File: src/hdl/assert_macros.svh
// ----------------------------------------------------------------------------
// Assertion macros
// Shared concurrent assertion helpers; empty when SYNTH is defined.
// ----------------------------------------------------------------------------
`ifndef ASSERT_MACROS_SVH
`define ASSERT_MACROS_SVH

`ifndef SYNTH
// Check that a property holds on every clock edge out of reset.
`define ASSERT_PROP(label, prop, msg) \
    label: assert property (@(posedge clk) disable iff (!rst_n) (prop)) \
        else $error(msg);
// Check that a condition never occurs out of reset.
`define ASSERT_NEVER(label, cond, msg) \
    label: assert property (@(posedge clk) disable iff (!rst_n) !(cond)) \
        else $error(msg);
`else
`define ASSERT_PROP(label, prop, msg)
`define ASSERT_NEVER(label, cond, msg)
`endif

`endif

File: src/hdl/pbc_pkg.sv
// ----------------------------------------------------------------------------
// pbc_pkg
// Shared types, register indexes and divide helpers of the pixel converter.
// ----------------------------------------------------------------------------
package pbc_pkg;

    localparam int MAX_ROW_BYTES = 512;

    localparam logic [2:0] REG_SOURCE_FORMAT = 3'd0;
    localparam logic [2:0] REG_GLOBAL_ALPHA  = 3'd1;
    localparam logic [2:0] REG_FG_COLOUR     = 3'd2;
    localparam logic [2:0] REG_BG_COLOUR     = 3'd3;
    localparam logic [2:0] REG_DRAW_WIDTH    = 3'd4;
    localparam logic [2:0] REG_ROW_BYTES     = 3'd5;

    localparam logic FMT_ARGB8888 = 1'b0;
    localparam logic FMT_ONE_BIT  = 1'b1;

    typedef struct packed {
        logic [7:0] red;
        logic [7:0] green;
        logic [7:0] blue;
        logic [7:0] alpha;
        logic       last;
        logic       done;
    } pixel_t;

    typedef struct packed {
        logic busy;
        logic pix_valid;
    } unit_stat_t;

    // floor(x / 65535) for x below 256*65535: the shift estimate is low by at most one
    function automatic logic [7:0] div65535(input logic [23:0] x);
        logic [7:0]  q0;
        logic [16:0] t;
        begin
            q0 = x[23:16];
            t  = {1'b0, x[15:0]} + {9'd0, q0};
            div65535 = (t >= 17'd65535) ? q0 + 8'd1 : q0;
        end
    endfunction

    // floor(x / 255) for x below 256*255
    function automatic logic [7:0] div255(input logic [15:0] x);
        logic [7:0] q0;
        logic [8:0] t;
        begin
            q0 = x[15:8];
            t  = {1'b0, x[7:0]} + {1'b0, q0};
            div255 = (t >= 9'd255) ? q0 + 8'd1 : q0;
        end
    endfunction

endpackage

File: src/hdl/pbc_premul_unit.sv
// ----------------------------------------------------------------------------
// pbc_premul_unit
// Premultiplies one ARGB8888 pixel through a single shared 16x8 multiplier.
// ----------------------------------------------------------------------------
module pbc_premul_unit (
    input  logic                clk,
    input  logic                rst_n,
    input  logic                start,
    input  logic [7:0]          src_red,
    input  logic [7:0]          src_green,
    input  logic [7:0]          src_blue,
    input  logic [7:0]          src_alpha,
    input  logic [7:0]          global_alpha,
    input  logic                end_flag,
    input  logic                take,
    output pbc_pkg::unit_stat_t stat,
    output pbc_pkg::pixel_t     pixel
);

    localparam logic [2:0] ST_IDLE = 3'd0;
    localparam logic [2:0] ST_AG   = 3'd1;
    localparam logic [2:0] ST_SAVE = 3'd2;
    localparam logic [2:0] ST_MR   = 3'd3;
    localparam logic [2:0] ST_MG   = 3'd4;
    localparam logic [2:0] ST_MB   = 3'd5;
    localparam logic [2:0] ST_FIN  = 3'd6;
    localparam logic [2:0] ST_DONE = 3'd7;

    logic [2:0]  state_reg, state_next;
    logic [7:0]  r_reg, g_reg, b_reg, a_reg, ga_reg;
    logic        end_reg;
    logic [15:0] ma_reg;
    logic [23:0] prod_reg;
    logic [7:0]  red_reg, green_reg, blue_reg, alpha_reg;
    logic [15:0] op_a;
    logic [7:0]  op_b;
    logic [23:0] mul_out;

    // shared multiplier operand select
    always_comb
    begin
        op_a = (state_reg == ST_AG) ? {8'd0, a_reg} : ma_reg;
        unique case (state_reg)
            ST_AG:   op_b = ga_reg;
            ST_MR:   op_b = r_reg;
            ST_MG:   op_b = g_reg;
            ST_MB:   op_b = b_reg;
            default: op_b = r_reg;
        endcase
    end

    assign mul_out = op_a * {8'd0, op_b};

    always_comb
    begin
        state_next = state_reg;
        unique case (state_reg)
            ST_IDLE: if (start) state_next = ST_AG;
            ST_AG:   state_next = ST_SAVE;
            ST_SAVE: state_next = ST_MR;
            ST_MR:   state_next = ST_MG;
            ST_MG:   state_next = ST_MB;
            ST_MB:   state_next = ST_FIN;
            ST_FIN:  state_next = ST_DONE;
            ST_DONE: if (take) state_next = ST_IDLE;
            default: state_next = ST_IDLE;
        endcase
    end

    always_ff @(posedge clk or negedge rst_n)
    begin
        if (!rst_n)
        begin
            state_reg <= ST_IDLE;
        end
        else
        begin
            state_reg <= state_next;
        end
    end

    always_ff @(posedge clk)
    begin
        if (state_reg == ST_IDLE && start)
        begin
            r_reg   <= src_red;
            g_reg   <= src_green;
            b_reg   <= src_blue;
            a_reg   <= src_alpha;
            ga_reg  <= global_alpha;
            end_reg <= end_flag;
        end
        if (state_reg == ST_AG || state_reg == ST_MR || state_reg == ST_MG ||
            state_reg == ST_MB)
        begin
            prod_reg <= mul_out;
        end
        if (state_reg == ST_SAVE)
        begin
            ma_reg    <= prod_reg[15:0];
            alpha_reg <= pbc_pkg::div255(prod_reg[15:0]);
        end
        if (state_reg == ST_MG)  red_reg   <= pbc_pkg::div65535(prod_reg);
        if (state_reg == ST_MB)  green_reg <= pbc_pkg::div65535(prod_reg);
        if (state_reg == ST_FIN) blue_reg  <= pbc_pkg::div65535(prod_reg);
    end

    assign stat.busy      = (state_reg != ST_IDLE);
    assign stat.pix_valid = (state_reg == ST_DONE);

    assign pixel.red   = red_reg;
    assign pixel.green = green_reg;
    assign pixel.blue  = blue_reg;
    assign pixel.alpha = alpha_reg;
    assign pixel.last  = 1'b1;
    assign pixel.done  = end_reg;

endmodule

File: src/hdl/pbc_bit_expander.sv
// ----------------------------------------------------------------------------
// pbc_bit_expander
// Walks one bitmap byte MSB first and hands out palette pixels one per cycle on take.
// ----------------------------------------------------------------------------
module pbc_bit_expander (
    input  logic                clk,
    input  logic                rst_n,
    input  logic                start,
    input  logic [7:0]          bitmap_byte,
    input  logic [3:0]          pix_count,
    input  logic                end_flag,
    input  logic [31:0]         fg_colour,
    input  logic [31:0]         bg_colour,
    input  logic                take,
    output pbc_pkg::unit_stat_t stat,
    output pbc_pkg::pixel_t     pixel
);

    logic        busy_reg, busy_next;
    logic [3:0]  idx_reg, idx_next;
    logic [3:0]  cnt_reg;
    logic [7:0]  bits_reg;
    logic        end_reg;
    logic        have_pix;
    logic        is_last;
    logic [2:0]  bit_sel;
    logic [31:0] colour;

    assign have_pix = busy_reg && (idx_reg < cnt_reg);
    assign is_last  = (idx_reg == cnt_reg - 4'd1);
    assign bit_sel  = 3'd7 - idx_reg[2:0];
    assign colour   = bits_reg[bit_sel] ? fg_colour : bg_colour;

    always_comb
    begin
        busy_next = busy_reg;
        idx_next  = idx_reg;
        if (!busy_reg)
        begin
            if (start)
            begin
                busy_next = 1'b1;
                idx_next  = 4'd0;
            end
        end
        else if (idx_reg == cnt_reg)
        begin
            busy_next = 1'b0;
        end
        else if (take)
        begin
            idx_next = idx_reg + 4'd1;
        end
    end

    always_ff @(posedge clk or negedge rst_n)
    begin
        if (!rst_n)
        begin
            busy_reg <= 1'b0;
            idx_reg  <= 4'd0;
        end
        else
        begin
            busy_reg <= busy_next;
            idx_reg  <= idx_next;
        end
    end

    always_ff @(posedge clk)
    begin
        if (!busy_reg && start)
        begin
            bits_reg <= bitmap_byte;
            cnt_reg  <= pix_count;
            end_reg  <= end_flag;
        end
    end

    assign stat.busy      = busy_reg;
    assign stat.pix_valid = have_pix;

    assign pixel.red   = colour[23:16];
    assign pixel.green = colour[15:8];
    assign pixel.blue  = colour[7:0];
    assign pixel.alpha = colour[31:24];
    assign pixel.last  = is_last;
    assign pixel.done  = is_last && end_reg;

endmodule

File: src/hdl/premultiply_blit_pixel_converter_core.sv
// ----------------------------------------------------------------------------
// premultiply_blit_pixel_converter_core
// Premultiplies ARGB8888 pixels or expands one-bit bytes to palette pixels.
// ----------------------------------------------------------------------------
// Usage:
//   Input channel (in_valid/in_ready) carries one source transaction: an
//   ARGB8888 pixel (source_format 0) or a bitmap byte (source_format 1).
//   Output channel (out_valid/out_ready) carries one pixel per transaction;
//   last_of_item flags the final pixel of an input, image_done the final
//   pixel of an image. The config channel (cfg_valid/cfg_ready) writes
//   registers by index and is always ready; write only while idle.
//   ARGB8888: a single 16x8 multiplier runs alpha*global_alpha and then the
//   three colour channels in turn (states AG, SAVE, MR, MG, MB, FIN); the
//   pixel then waits in DONE for the output register, and no new input is
//   taken until it has gone. One-bit: the byte expander emits up to eight
//   pixels, one per cycle unless stalled; a byte past draw_width emits none.
//   in_ready is low while either unit holds work. When the receiver stalls,
//   the output register holds its pixel and the active unit waits.
//   Reset clears control state, the byte column and the registers to their
//   defaults; no clearing pass is needed.
// ----------------------------------------------------------------------------
`include "assert_macros.svh"

module premultiply_blit_pixel_converter_core (
    input  logic        clk,
    input  logic        rst_n,
    // configuration write channel
    input  logic        cfg_valid,
    output logic        cfg_ready,
    input  logic [2:0]  cfg_index,
    input  logic [31:0] cfg_data,
    // input channel
    input  logic        in_valid,
    output logic        in_ready,
    input  logic [7:0]  src_red,
    input  logic [7:0]  src_green,
    input  logic [7:0]  src_blue,
    input  logic [7:0]  src_alpha,
    input  logic [7:0]  bitmap_byte,
    input  logic        end_of_image,
    // output channel
    output logic        out_valid,
    input  logic        out_ready,
    output logic [7:0]  out_red,
    output logic [7:0]  out_green,
    output logic [7:0]  out_blue,
    output logic [7:0]  out_alpha,
    output logic        last_of_item,
    output logic        image_done
);

    // configuration registers
    logic        source_format_reg;
    logic [7:0]  global_alpha_reg;
    logic [31:0] fg_colour_reg;
    logic [31:0] bg_colour_reg;
    logic [12:0] draw_width_reg;
    logic [9:0]  row_bytes_reg;

    // row position state
    logic [8:0]  byte_column_reg, byte_column_next;

    // output register
    logic             out_valid_reg, out_valid_next;
    pbc_pkg::pixel_t  out_pix_reg, out_pix_next;

    logic             in_accept;
    logic             start_premul, start_expand;
    logic             slot_free;
    logic             take_premul, take_expand;
    pbc_pkg::unit_stat_t prem_stat, exp_stat;
    pbc_pkg::pixel_t  prem_pix, exp_pix;

    logic [9:0]  rb_eff;
    logic [9:0]  col_inc;
    logic [12:0] base_col;
    logic [12:0] width_left;
    logic [3:0]  pix_count;

    assign cfg_ready    = 1'b1;
    assign in_ready     = !prem_stat.busy && !exp_stat.busy;
    assign in_accept    = in_valid && in_ready;
    assign start_premul = in_accept && (source_format_reg == pbc_pkg::FMT_ARGB8888);
    assign start_expand = in_accept && (source_format_reg == pbc_pkg::FMT_ONE_BIT);

    // the output register takes a new pixel when empty or being drained
    assign slot_free   = !out_valid_reg || out_ready;
    assign take_premul = slot_free && prem_stat.pix_valid;
    assign take_expand = slot_free && exp_stat.pix_valid;

    // clamp row length: zero acts as one, saturate at the maximum
    always_comb
    begin
        priority if (row_bytes_reg == 10'd0)
            rb_eff = 10'd1;
        else if (row_bytes_reg > 10'(pbc_pkg::MAX_ROW_BYTES))
            rb_eff = 10'(pbc_pkg::MAX_ROW_BYTES);
        else
            rb_eff = row_bytes_reg;
    end

    // pixels of this byte that fall below draw_width (a prefix of the byte)
    assign base_col   = {1'b0, byte_column_reg, 3'b000};
    assign width_left = draw_width_reg - base_col;
    always_comb
    begin
        priority if (draw_width_reg <= base_col)
            pix_count = 4'd0;
        else if (width_left >= 13'd8)
            pix_count = 4'd8;
        else
            pix_count = width_left[3:0];
    end

    // advance the byte column per bitmap byte, rewind at row and image end
    assign col_inc = {1'b0, byte_column_reg} + 10'd1;
    always_comb
    begin
        byte_column_next = byte_column_reg;
        if (start_expand)
        begin
            byte_column_next = (col_inc >= rb_eff) ? 9'd0 : col_inc[8:0];
        end
        if (in_accept && end_of_image)
        begin
            byte_column_next = 9'd0;
        end
    end

    // output register load and drain
    always_comb
    begin
        out_valid_next = out_valid_reg;
        out_pix_next   = out_pix_reg;
        if (out_valid_reg && out_ready)
        begin
            out_valid_next = 1'b0;
        end
        if (take_premul)
        begin
            out_valid_next = 1'b1;
            out_pix_next   = prem_pix;
        end
        else if (take_expand)
        begin
            out_valid_next = 1'b1;
            out_pix_next   = exp_pix;
        end
    end

    always_ff @(posedge clk or negedge rst_n)
    begin
        if (!rst_n)
        begin
            source_format_reg <= pbc_pkg::FMT_ARGB8888;
            global_alpha_reg  <= 8'hFF;
            fg_colour_reg     <= 32'hFFFF_FFFF;
            bg_colour_reg     <= 32'h0000_0000;
            draw_width_reg    <= 13'd1;
            row_bytes_reg     <= 10'd1;
            byte_column_reg   <= 9'd0;
            out_valid_reg     <= 1'b0;
        end
        else
        begin
            if (cfg_valid && cfg_ready)
            begin
                unique case (cfg_index)
                    pbc_pkg::REG_SOURCE_FORMAT: source_format_reg <= cfg_data[0];
                    pbc_pkg::REG_GLOBAL_ALPHA:  global_alpha_reg  <= cfg_data[7:0];
                    pbc_pkg::REG_FG_COLOUR:     fg_colour_reg     <= cfg_data;
                    pbc_pkg::REG_BG_COLOUR:     bg_colour_reg     <= cfg_data;
                    pbc_pkg::REG_DRAW_WIDTH:    draw_width_reg    <= cfg_data[12:0];
                    pbc_pkg::REG_ROW_BYTES:     row_bytes_reg     <= cfg_data[9:0];
                    default: ;
                endcase
            end
            byte_column_reg <= byte_column_next;
            out_valid_reg   <= out_valid_next;
        end
    end

    // pixel payload holds no reset
    always_ff @(posedge clk)
    begin
        out_pix_reg <= out_pix_next;
    end

    pbc_premul_unit u_premul (
        .clk          (clk),
        .rst_n        (rst_n),
        .start        (start_premul),
        .src_red      (src_red),
        .src_green    (src_green),
        .src_blue     (src_blue),
        .src_alpha    (src_alpha),
        .global_alpha (global_alpha_reg),
        .end_flag     (end_of_image),
        .take         (take_premul),
        .stat         (prem_stat),
        .pixel        (prem_pix)
    );

    pbc_bit_expander u_expand (
        .clk         (clk),
        .rst_n       (rst_n),
        .start       (start_expand),
        .bitmap_byte (bitmap_byte),
        .pix_count   (pix_count),
        .end_flag    (end_of_image),
        .fg_colour   (fg_colour_reg),
        .bg_colour   (bg_colour_reg),
        .take        (take_expand),
        .stat        (exp_stat),
        .pixel       (exp_pix)
    );

    assign out_valid    = out_valid_reg;
    assign out_red      = out_pix_reg.red;
    assign out_green    = out_pix_reg.green;
    assign out_blue     = out_pix_reg.blue;
    assign out_alpha    = out_pix_reg.alpha;
    assign last_of_item = out_pix_reg.last;
    assign image_done   = out_pix_reg.done;

    `ASSERT_NEVER(a_units_exclusive, prem_stat.busy && exp_stat.busy, "both units busy")
    `ASSERT_PROP(a_busy_after_accept, in_accept |=> !in_ready, "ready right after accept")
    `ASSERT_PROP(a_done_is_last, (out_valid && image_done) |-> last_of_item, "done not last")

endmodule
File: config.mk
export PLATFORM = sky130hd
export DESIGN_NAME = premultiply_blit_pixel_converter_core
export DESIGN_NICKNAME = d
export VERILOG_FILES = /design/src/hdl/pbc_pkg.sv /design/src/hdl/pbc_premul_unit.sv /design/src/hdl/pbc_bit_expander.sv /design/src/hdl/premultiply_blit_pixel_converter_core.sv
export VERILOG_INCLUDE_DIRS = /design/src /design/src/hdl
export SDC_FILE = /design/constraint.sdc
export NUM_CORES = 1
export LEC_CHECK = 0
export ABC_AREA = 1
export BUFFER_PORTS_ARGS = -buffer_cell sky130_fd_sc_hd__buf_2
export CORE_ASPECT_RATIO = 2
export CORE_MARGIN = 5
export CORE_UTILIZATION = 30
export CTS_CLUSTER_DIAMETER = 30
export DETAILED_ROUTE_END_ITERATION = 16
export PLACE_DENSITY = 0.42
export REMOVE_ABC_BUFFERS = 1
export SYNTH_ARGS = -nofsm -noshare
export SYNTH_HDL_FRONTEND = slang
export SYNTH_SLANG_ARGS = --single-unit
File: constraint.sdc
create_clock -name clk -period 6.9 [get_ports clk]
set_clock_uncertainty 0.05 [all_clocks]
set_input_delay 1.725 -clock clk [delete_from_list [all_inputs] [get_ports clk]]
set_output_delay 1.725 -clock clk [all_outputs]
set_load 0.005 [all_outputs]
==> impl_results.md, run 1 <==
- GRT Residual Overflow: 0
- YS warnings: 0
- DRT iter0 DRCs: around 680
- Crit. End Element: flip-flop
- CP Data Arrival Time: slightly below 7 ns
- Initial antenna violation count: 1
- Post-route cell area: a little over 20000 um^2
- DR DRC count: 0
- Worst hold path class: flip-flop to flip-flop
- Die Ht: between 300 and 400 um
- Fill count: between 5000 and 6000
- Slew Viols, Final: 0
- Layout cells sized above 1: 0.149
- Routability congestion estimate: around 0.89
- Post-synth EDFFs: 159
- First-pass GRT wire length: roughly 80 mm
- Worst slew margin: 0.451
- Pin count of the biggest net entering global routing: 65
- RR Startpoint: u_premul.state_reg[0]
- Initial Util: 0.302
- Vias in the first global route: between 10000 and 15000
- Die Width: 179 um
- Yosys cell types: 54
- Async set or reset register ratio after synthesis: 0.416
- DR WL/cell: between 15 and 20 um
- Worst reg2reg path endpoint: u_premul.prod_reg[14]
- Outcome: completed
- Vias/cell: approximately 4.6
- Register area share after synthesis: 0.448
- Worst slew pin tran: between 0.8 and 0.9 ns
- Reg2Reg Setup Slack: roughly 0.45 ns
- Gate count of the mapped netlist: between 1500 and 2000
- IO Port Bufs: about 120
- Post-CTS resize count: 0
- Final period util: 0.935
- Flops & latches, synth: 274
- Num Clock Sinks: around 270
- Syn_area_per_cell: 9.10 um^2
- FF-to-FF path depth: 24
- Main synth FF type: edfxtp_1
- RSZ-0062 raised after global routing: no
- Row count: between 100 and 150
- Postcts setup bufs: 0
- Ant diodes: 0
- CP Data Required Time: roughly 7.2 ns
- Crit path time final: about 6.4 ns
- Final WL: about 53 mm
- Fin. Hold Viols: 0
- Final setup TNS: 0 ns
- Nets: around 2300
- Total CTS buffers: 44
- Antenna viol nets, final: 0
- Initial DRT Pass Iterations: 7
- Area grow syn2layout: 17.3%
- CTS max path bufs: 3
- Multi-input gate area: 8160 um^2
- CP Launch Type: flip-flop
- # hold bufs at CTS: 0
- Crit Path Category: flip-flop to flip-flop
- Worst-skew pair later-pin latency: 0.56 ns
- Ports: around 120
- Die ar.: ~62000 um^2
- Hold depth: 2
- H-tree depth: 2
- Core area: around 57000 um^2
- Clock Root Buffer: clkbuf_16
- DP Area: approximately 19000 um^2
- Post-Syn Area: roughly 17000 um^2
- Max_cap viols: 0
- Worst Hold Path EP: bg_colour_reg[2]
- CTS tree: done
- Overall routing resource usage: 0.171
- FMAX: roughly 0.16 GHz
- Register area: 7700 um^2
- Vias after detailed routing: between 10000 and 15000
- DPL Wire Length: roughly 42 mm
- Hold path start: bg_colour_reg[2]
- CP Max Fanout: 14
- # setup viols final: 0
- Clock slew at reported path FFs: 0.06 ns
- Final core utilization: 0.354
-- cell usage in the layout, fill, tap and decap left out, types with 9 or more instances in the layout --
cell type / n
xor2_1: 35
o211ai_1: 36
nor2_1: 173
clkbuf_16: 45
o22ai_1: 10
edfxtp_1: 159
o21ai_0: 132
xnor2_1: 13
nor3_1: 10
ha_1: 92
dfrtp_1: 72
nand3_1: 59
fa_1: 87
buf_4: 17
a21oi_1: 39
nand4_1: 17
nor2_2: 14
inv_1: 293
buf_2: 115
nand2_1: 464
dfstp_2: 42
nand3_2: 9
-- how the worst max path moves through the flow --
stage,cells past startpoint,slack [ns],start,end
global route,25,0.03,u_premul.state_reg[0],u_premul.prod_reg[14]
CTS,24,0.36,u_premul.state_reg[0],u_premul.prod_reg[14]
detailed placement,24,0.38,u_premul.state_reg[0],u_premul.prod_reg[14]
global placement,24,0.43,u_premul.state_reg[0],u_premul.prod_reg[14]
finish,24,0.45,u_premul.state_reg[0],u_premul.prod_reg[14]
floorplan,22,1.01,u_premul.state_reg[1],u_premul.prod_reg[17]
-- cell usage after synthesis, types with 2 or more instances --
master | count | area [um^2]
a21o_1 | 5 | 37.5
xor2_1 | 35 | 307
nor2_4 | 2 | 22.5
mux2i_1 | 4 | 40.0
nand2_2 | 8 | 50.1
nor2_1 | 177 | 664
nand3b_1 | 7 | 52.6
a211oi_1 | 2 | 15.0
edfxtp_1 | 159 | 4770
clkbuf_1 | 20 | 75.1
nand4_1 | 17 | 106
nand2_1 | 464 | 1740
nor3_1 | 10 | 50.1
inv_2 | 8 | 30.0
ha_1 | 92 | 1150
buf_2 | 14 | 70.1
inv_1 | 293 | 1100
dfrtp_1 | 72 | 1800
dfstp_2 | 42 | 1100
o211ai_1 | 36 | 270
nand3_2 | 7 | 70.1
a21oi_1 | 39 | 195
o21bai_1 | 3 | 22.5
buf_6 | 2 | 22.5
and2_1 | 2 | 12.5
fa_1 | 87 | 1740
o21ai_0 | 133 | 666
o22ai_1 | 10 | 62.6
nand2_4 | 2 | 22.5
buf_4 | 8 | 60.1
nor2_2 | 11 | 68.8
a221oi_1 | 8 | 70.1
a31oi_1 | 6 | 37.5
nand3_1 | 61 | 305
nor4_1 | 7 | 43.8
xnor2_1 | 13 | 114
o21ai_2 | 2 | 17.5
o21ai_1 | 5 | 25.0
-- cell type report --
class                           count  area share
Tap cell                          756      0.0469
Clock buffer                       54      0.0600
Sequential cell                   274       0.382
Clock inverter                     28      0.0149
Multi-Input combinational cell   1270       0.405
Inverter                          301      0.0561
Timing Repair Buffer              132      0.0349
-- through the flow --
stage                     std cells  setup WS, ns  hold slack (ns)
after floorplan                1845          1.01            0.403
after global placement         2733         0.432            0.416
after detailed placement       2733         0.384            0.423
after CTS                      2815         0.357            0.436
after global routing           2815        0.0321            0.449
final                          2815         0.450            0.431
-- critical path, stage by stage, from the launching register on --
cell and delay (ns):
dfrtp_1 0.41, inv_1 0.13, ha_1 0.20, nand2_2 0.06, inv_2 0.22, buf_4 0.25
o21ai_0 0.10, a221oi_1 0.30, nor2_2 0.11, inv_1 0.35, nor2_1 0.12, fa_1 0.54
fa_1 0.55, fa_1 0.55, inv_1 0.06, fa_1 0.55, inv_1 0.05, ha_1 0.34
nand2_1 0.11, o21ai_0 0.32, a21oi_1 0.13, o21ai_1 0.22, nand3_1 0.09, nand2_1 0.09
xor2_1 0.32
-- metal layers --
metal,global-route usage,share of wire,vias to the layer above
li1,-,-,6397
met1,0.173,0.35,6293
met2,0.343,0.57,269
met3,0.0176,0.032,96
met4,0.0731,0.046,2
met5,0,0.00025,-
-- logic make-up (layout without fill, tap and decap cells) --
group	count (synthesis)	after routing	share of synthesized area
flops	274	274	0.448
other cells	1	1	0.000218
compound gates	258	258	0.0876
xor+xnor	48	48	0.0245
mux	4	4	0.00233
simple gates	780	780	0.190
fa+ha+maj	179	179	0.168
buf+inv	345	515	0.0790
Power of run 1 is left out: the tool's default activity adds up to more than one toggle a clock period on the data nets, which glitch-free logic cannot reach.
==> inputs of run 2 (changes only) <==
- PLACE_DENSITY: 0.42 -> 0.44
==> impl_results.md, run 2 (synthesis results as in run 1) <==
- Nets: 2282
- Clock slew at reported path FFs: around 0.060 ns
- Postcts setup bufs: 0
- Commonest cells after routing, fill and taps aside: nand2_1, inv_1, nor2_1
- Routability congestion estimate: between 0.8 and 0.9
- Routed length on met3: between 1.5 and 2 mm
- Initial antenna violation count: 0
- CP Max Fanout: 12
- Vias in the first global route: 13900
- Initial DRT Pass Iterations: 5
- CP Launch Type: flip-flop
- Ports: 118
- Vias/cell: 4.65
- Clock Root Buffer: clkbuf_16
- Outcome: completed
- DR DRC count: 0
- Final period util: 0.950
- DRT iter0 DRCs: just over 700
- Max_cap viols: 0
- Post-CTS resize count: 0
- Total CTS buffers: 43
- Antenna viol nets, final: 0
- Area grow syn2layout: 16.9%
- Crit path time final: around 6.6 ns
- Final setup TNS: 0 ns
- Vias after detailed routing: around 13000
- Final WL: 52.6 mm
- Initial Util: 0.302
- CP Data Required Time: 7.20 ns
- Worst slew pin tran: approximately 0.88 ns
- Worst hold path class: flip-flop to flip-flop
- Overall routing resource usage: 0.171
- Slew Viols, Final: 0
- First-pass GRT wire length: around 81 mm
- Fin. Hold Viols: 0
- Layout cells sized above 1: 0.148
- Ant diodes: 0
- Pin count of the biggest net entering global routing: 65
- IO Port Bufs: ~120
- Crit Path Category: flip-flop to flip-flop
- Die Ht: 348 um
- CP Data Arrival Time: between 6 and 7 ns
- Row count: 124
- H-tree depth: 2
- CTS tree: done
- WL met2: approximately 30 mm
- Core area: about 57000 um^2
- FMAX: 0.152 GHz
- Most common cell after layout, fill and taps aside: nand2_1
- Worst-skew pair later-pin latency: approximately 0.57 ns
- Die Width: 179 um
- # hold bufs at CTS: 0
- DPL Wire Length: a little over 40 mm
- CTS max path bufs: 3
- Highest metal used: met4
- Worst slew margin: 0.413
- Num Clock Sinks: 274
- DR WL/cell: 18.7 um
- Die ar.: between 60000 and 70000 um^2
- M1 WL: between 15 and 20 mm
- RSZ-0062 raised after global routing: no
- Crit. End Element: flip-flop
- GRT Residual Overflow: 0
- # setup viols final: 0
-- run 2: worst paths after layout --
| check | endpoint | slack, ns | depth (start not counted) | from |
|---|---|---|---|---|
| max reg2reg | u_premul.prod_reg[13] | 0.34 | 23 | u_premul.state_reg[0] |
| min in group asynchronous | row_bytes_reg[9] | 1.17 | 1 | rst_n |
| min reg2reg | bg_colour_reg[21] | 0.43 | 2 | bg_colour_reg[21] |
| min | bg_colour_reg[21] | 0.43 | 2 | bg_colour_reg[21] |
| max in group asynchronous | bg_colour_reg[25] | 4.24 | 2 | rst_n |
| max | u_premul.prod_reg[13] | 0.34 | 23 | u_premul.state_reg[0] |
-- run 2: through the flow --
step | hold slack (ns) | instance area [um^2] | std cells | worst slack [ns] | util
6_report | 0.431 | 20100 | 2813 | 0.342 | 0.353
5_1_grt | 0.452 | 20100 | 2813 | 0.00187 | 0.353
4_1_cts | 0.437 | 20100 | 2813 | 0.374 | 0.353
3_5_place_dp | 0.423 | 18600 | 2733 | 0.392 | 0.327
3_3_place_gp | 0.416 | 18600 | 2733 | 0.534 | 0.327
2_1_floorplan | 0.403 | 17000 | 1845 | 1.01 | -
-- run 2: worst max-delay path: stages (launching register included) --
cell and delay [ns]:
dfrtp_1 0.41, inv_1 0.13, ha_1 0.20, nand2_2 0.06
inv_2 0.25, nor2_1 0.08, inv_1 0.26, nand2_1 0.09
a221oi_1 0.33, nor2_2 0.14, inv_1 0.34, nor2_1 0.13
fa_1 0.43, fa_1 0.56, inv_1 0.05, fa_1 0.48
fa_1 0.56, inv_1 0.05, ha_1 0.36, nand2_1 0.09
o21ai_0 0.46, a21oi_1 0.25, o21ai_0 0.28, xor2_1 0.30
-- run 2: area by class of cell --
| cell class | instances | area, um^2 |
|---|---|---|
| fill | 5866 | 36900 |
| multi-input combinational | 1270 | 8170 |
| sequential | 274 | 7700 |
| inverter | 301 | 1130 |
| clock buffer | 48 | 1100 |
| tap | 756 | 946 |
| timing repair buffer | 132 | 703 |
| clock inverter | 32 | 333 |
-- run 2: metal layers --
metal	global-route usage	vias to the layer above
met4	0.0854	0
met2	0.337	253
li1	-	6394
met3	0.0174	107
met1	0.172	6320
met5	0	-
Power of run 2 is left out for the same reason.
==> inputs of run 3 (changes only) <==
- CORE_UTILIZATION: 30 -> 60
- PLACE_DENSITY: 0.44 -> 0.78
==> impl_results.md, run 3 (synthesis results as in run 1) <==
- Ports: 118
- Overall routing resource usage: 0.288
- Crit Path Category: flip-flop to flip-flop
- Nets: between 2000 and 2500
- Area grow syn2layout: 11.7%
- Initial antenna violation count: 0
- Die ar.: approximately 32000 um^2
- Vias/cell: ~5.7
- Total CTS buffers: 31
- RSZ-0062 raised after global routing: no
- Routability congestion estimate: ~1
- CP Max Fanout: 17
- Pin count of the biggest net entering global routing: 81
- Final setup TNS: 0 ns
- Num Clock Sinks: ~270
- CP Data Arrival Time: between 6 and 7 ns
- Vias after detailed routing: ~14000
- Clock Root Buffer: clkbuf_16
- Worst-skew pair later-pin latency: between 0.5 and 0.6 ns
- First-pass GRT wire length: 72.3 mm
- Clock slew at reported path FFs: about 0.070 ns
- Hold depth: 2
- Max incr delay on CP: about 0.56 ns
- CTS tree: done
- Ant diodes: 0
- # hold bufs at CTS: 0
- Max_cap viols: 0
- Commonest cells after routing, fill and taps aside: nand2_1, inv_1, nor2_1
- Most common cell after layout, fill and taps aside: nand2_1
- CTS max path bufs: 3
- Worst reg2reg path endpoint: u_premul.prod_reg[17]
- Die Ht: approximately 250 um
- DPL Wire Length: roughly 36 mm
- H-tree depth: 1
- Initial DRT Pass Iterations: 6
- Post-CTS resize count: 0
- Final core utilization: 0.678
- Final period util: 0.938
- Antenna viol nets, final: 0
- Final WL: 45.7 mm
- Delay-heaviest family, CP: adder cells
- Crit path time final: around 6.5 ns
- Slew Viols, Final: 0
- Layout cells sized above 1: 0.139
- Worst slew pin tran: 1.03 ns
- DR DRC count: 0
- Reg2Reg Setup Slack: approximately 0.43 ns
- DR WL/cell: around 19 um
- Vias in the first global route: roughly 14000
- Hold path start: bg_colour_reg[30]
- Crit-path cells: inv_1, ha_1, nand2_1, inv_2, a221oi_1, nor2_2, inv_1, nor2_1, fa_1, fa_1, fa_1, inv_1, fa_1, inv_1, ha_1, a21oi_1, o21ai_0, nand2_1, o211ai_1, a21oi_1, o21ai_0, xor2_1
- Worst slew margin: 0.314
- FF-to-FF path depth: 22
- Slowest cell on crit path: fa_1
- DRT iter0 DRCs: roughly 1100
- # setup viols final: 0
- Core area: 28300 um^2
- CP Data Required Time: about 7.2 ns
- IO Port Bufs: about 120
- CP Launch Type: flip-flop
- FMAX: 0.154 GHz
- Worst Hold Path EP: bg_colour_reg[30]
- Die Width: ~130 um
- GRT Residual Overflow: 0
- Worst hold path class: flip-flop to flip-flop
- Initial Util: 0.607
- WP buf/inv: 5
- RR Startpoint: u_premul.state_reg[1]
- Origin of the worst setup path: u_premul.state_reg[1]
- Fin. Hold Viols: 0
- Crit. End Element: flip-flop
- Row count: a little under 90
- Postcts setup bufs: 0
- Outcome: completed
## run 3: cell count changes in the layout (fill, tap and decap cells not counted), sizes merged
cell | before | now
clkbuf | 48 | 36
clkinv | 16 | 7
clkinvlp | 5 | 2
buf | 132 | 134
inv | 311 | 313
## run 3: worst reg2reg max path: cells and delay by family, from the launching register on
| family | cells | cell delay, ns |
|---|---|---|
| compound gates | 6 | 1.13 |
| buf+inv | 5 | 0.90 |
| xor+xnor | 1 | 0.18 |
| simple gates | 4 | 0.77 |
| fa+ha+maj | 6 | 2.82 |
| flops | 1 | 0.40 |
## run 3: final cells by class
class	count	area, um^2
sequential	274	7700
clock buffer	36	805
fill	2242	9100
tap	356	445
multi-input combinational	1270	8170
timing repair buffer	134	718
clock inverter	22	233
inverter	301	1130
## run 3: how the worst max path moves through the flow
| stage | to | slack, ns | cells past startpoint |
|---|---|---|---|
| after floorplan | u_premul.prod_reg[17] | 1.01 | 22 |
| after global placement | u_premul.prod_reg[17] | 0.56 | 22 |
| after detailed placement | u_premul.prod_reg[17] | 0.50 | 22 |
| after CTS | u_premul.prod_reg[17] | 0.47 | 22 |
| after global routing | u_premul.prod_reg[19] | 0.12 | 22 |
| final | u_premul.prod_reg[17] | 0.43 | 22 |
## run 3: routing by layer
layer / global-route usage / share of wire
met5: 0 / 0
met4: 0.237 / 0.099
met3: 0.0318 / 0.042
met2: 0.533 / 0.54
met1: 0.273 / 0.31
## run 3: through the flow
step / instances / cell area [um^2] / setup slack (ns) / hold slack (ns)
global placement: 2335 / 18200 / 0.555 / 0.415
CTS: 2393 / 19200 / 0.473 / 0.438
global route: 2393 / 19200 / 0.115 / 0.458
detailed placement: 2335 / 18200 / 0.504 / 0.422
finish: 2393 / 19200 / 0.427 / 0.435
floorplan: 1845 / 17000 / 1.01 / 0.403
Power of run 3 is left out for the same reason.
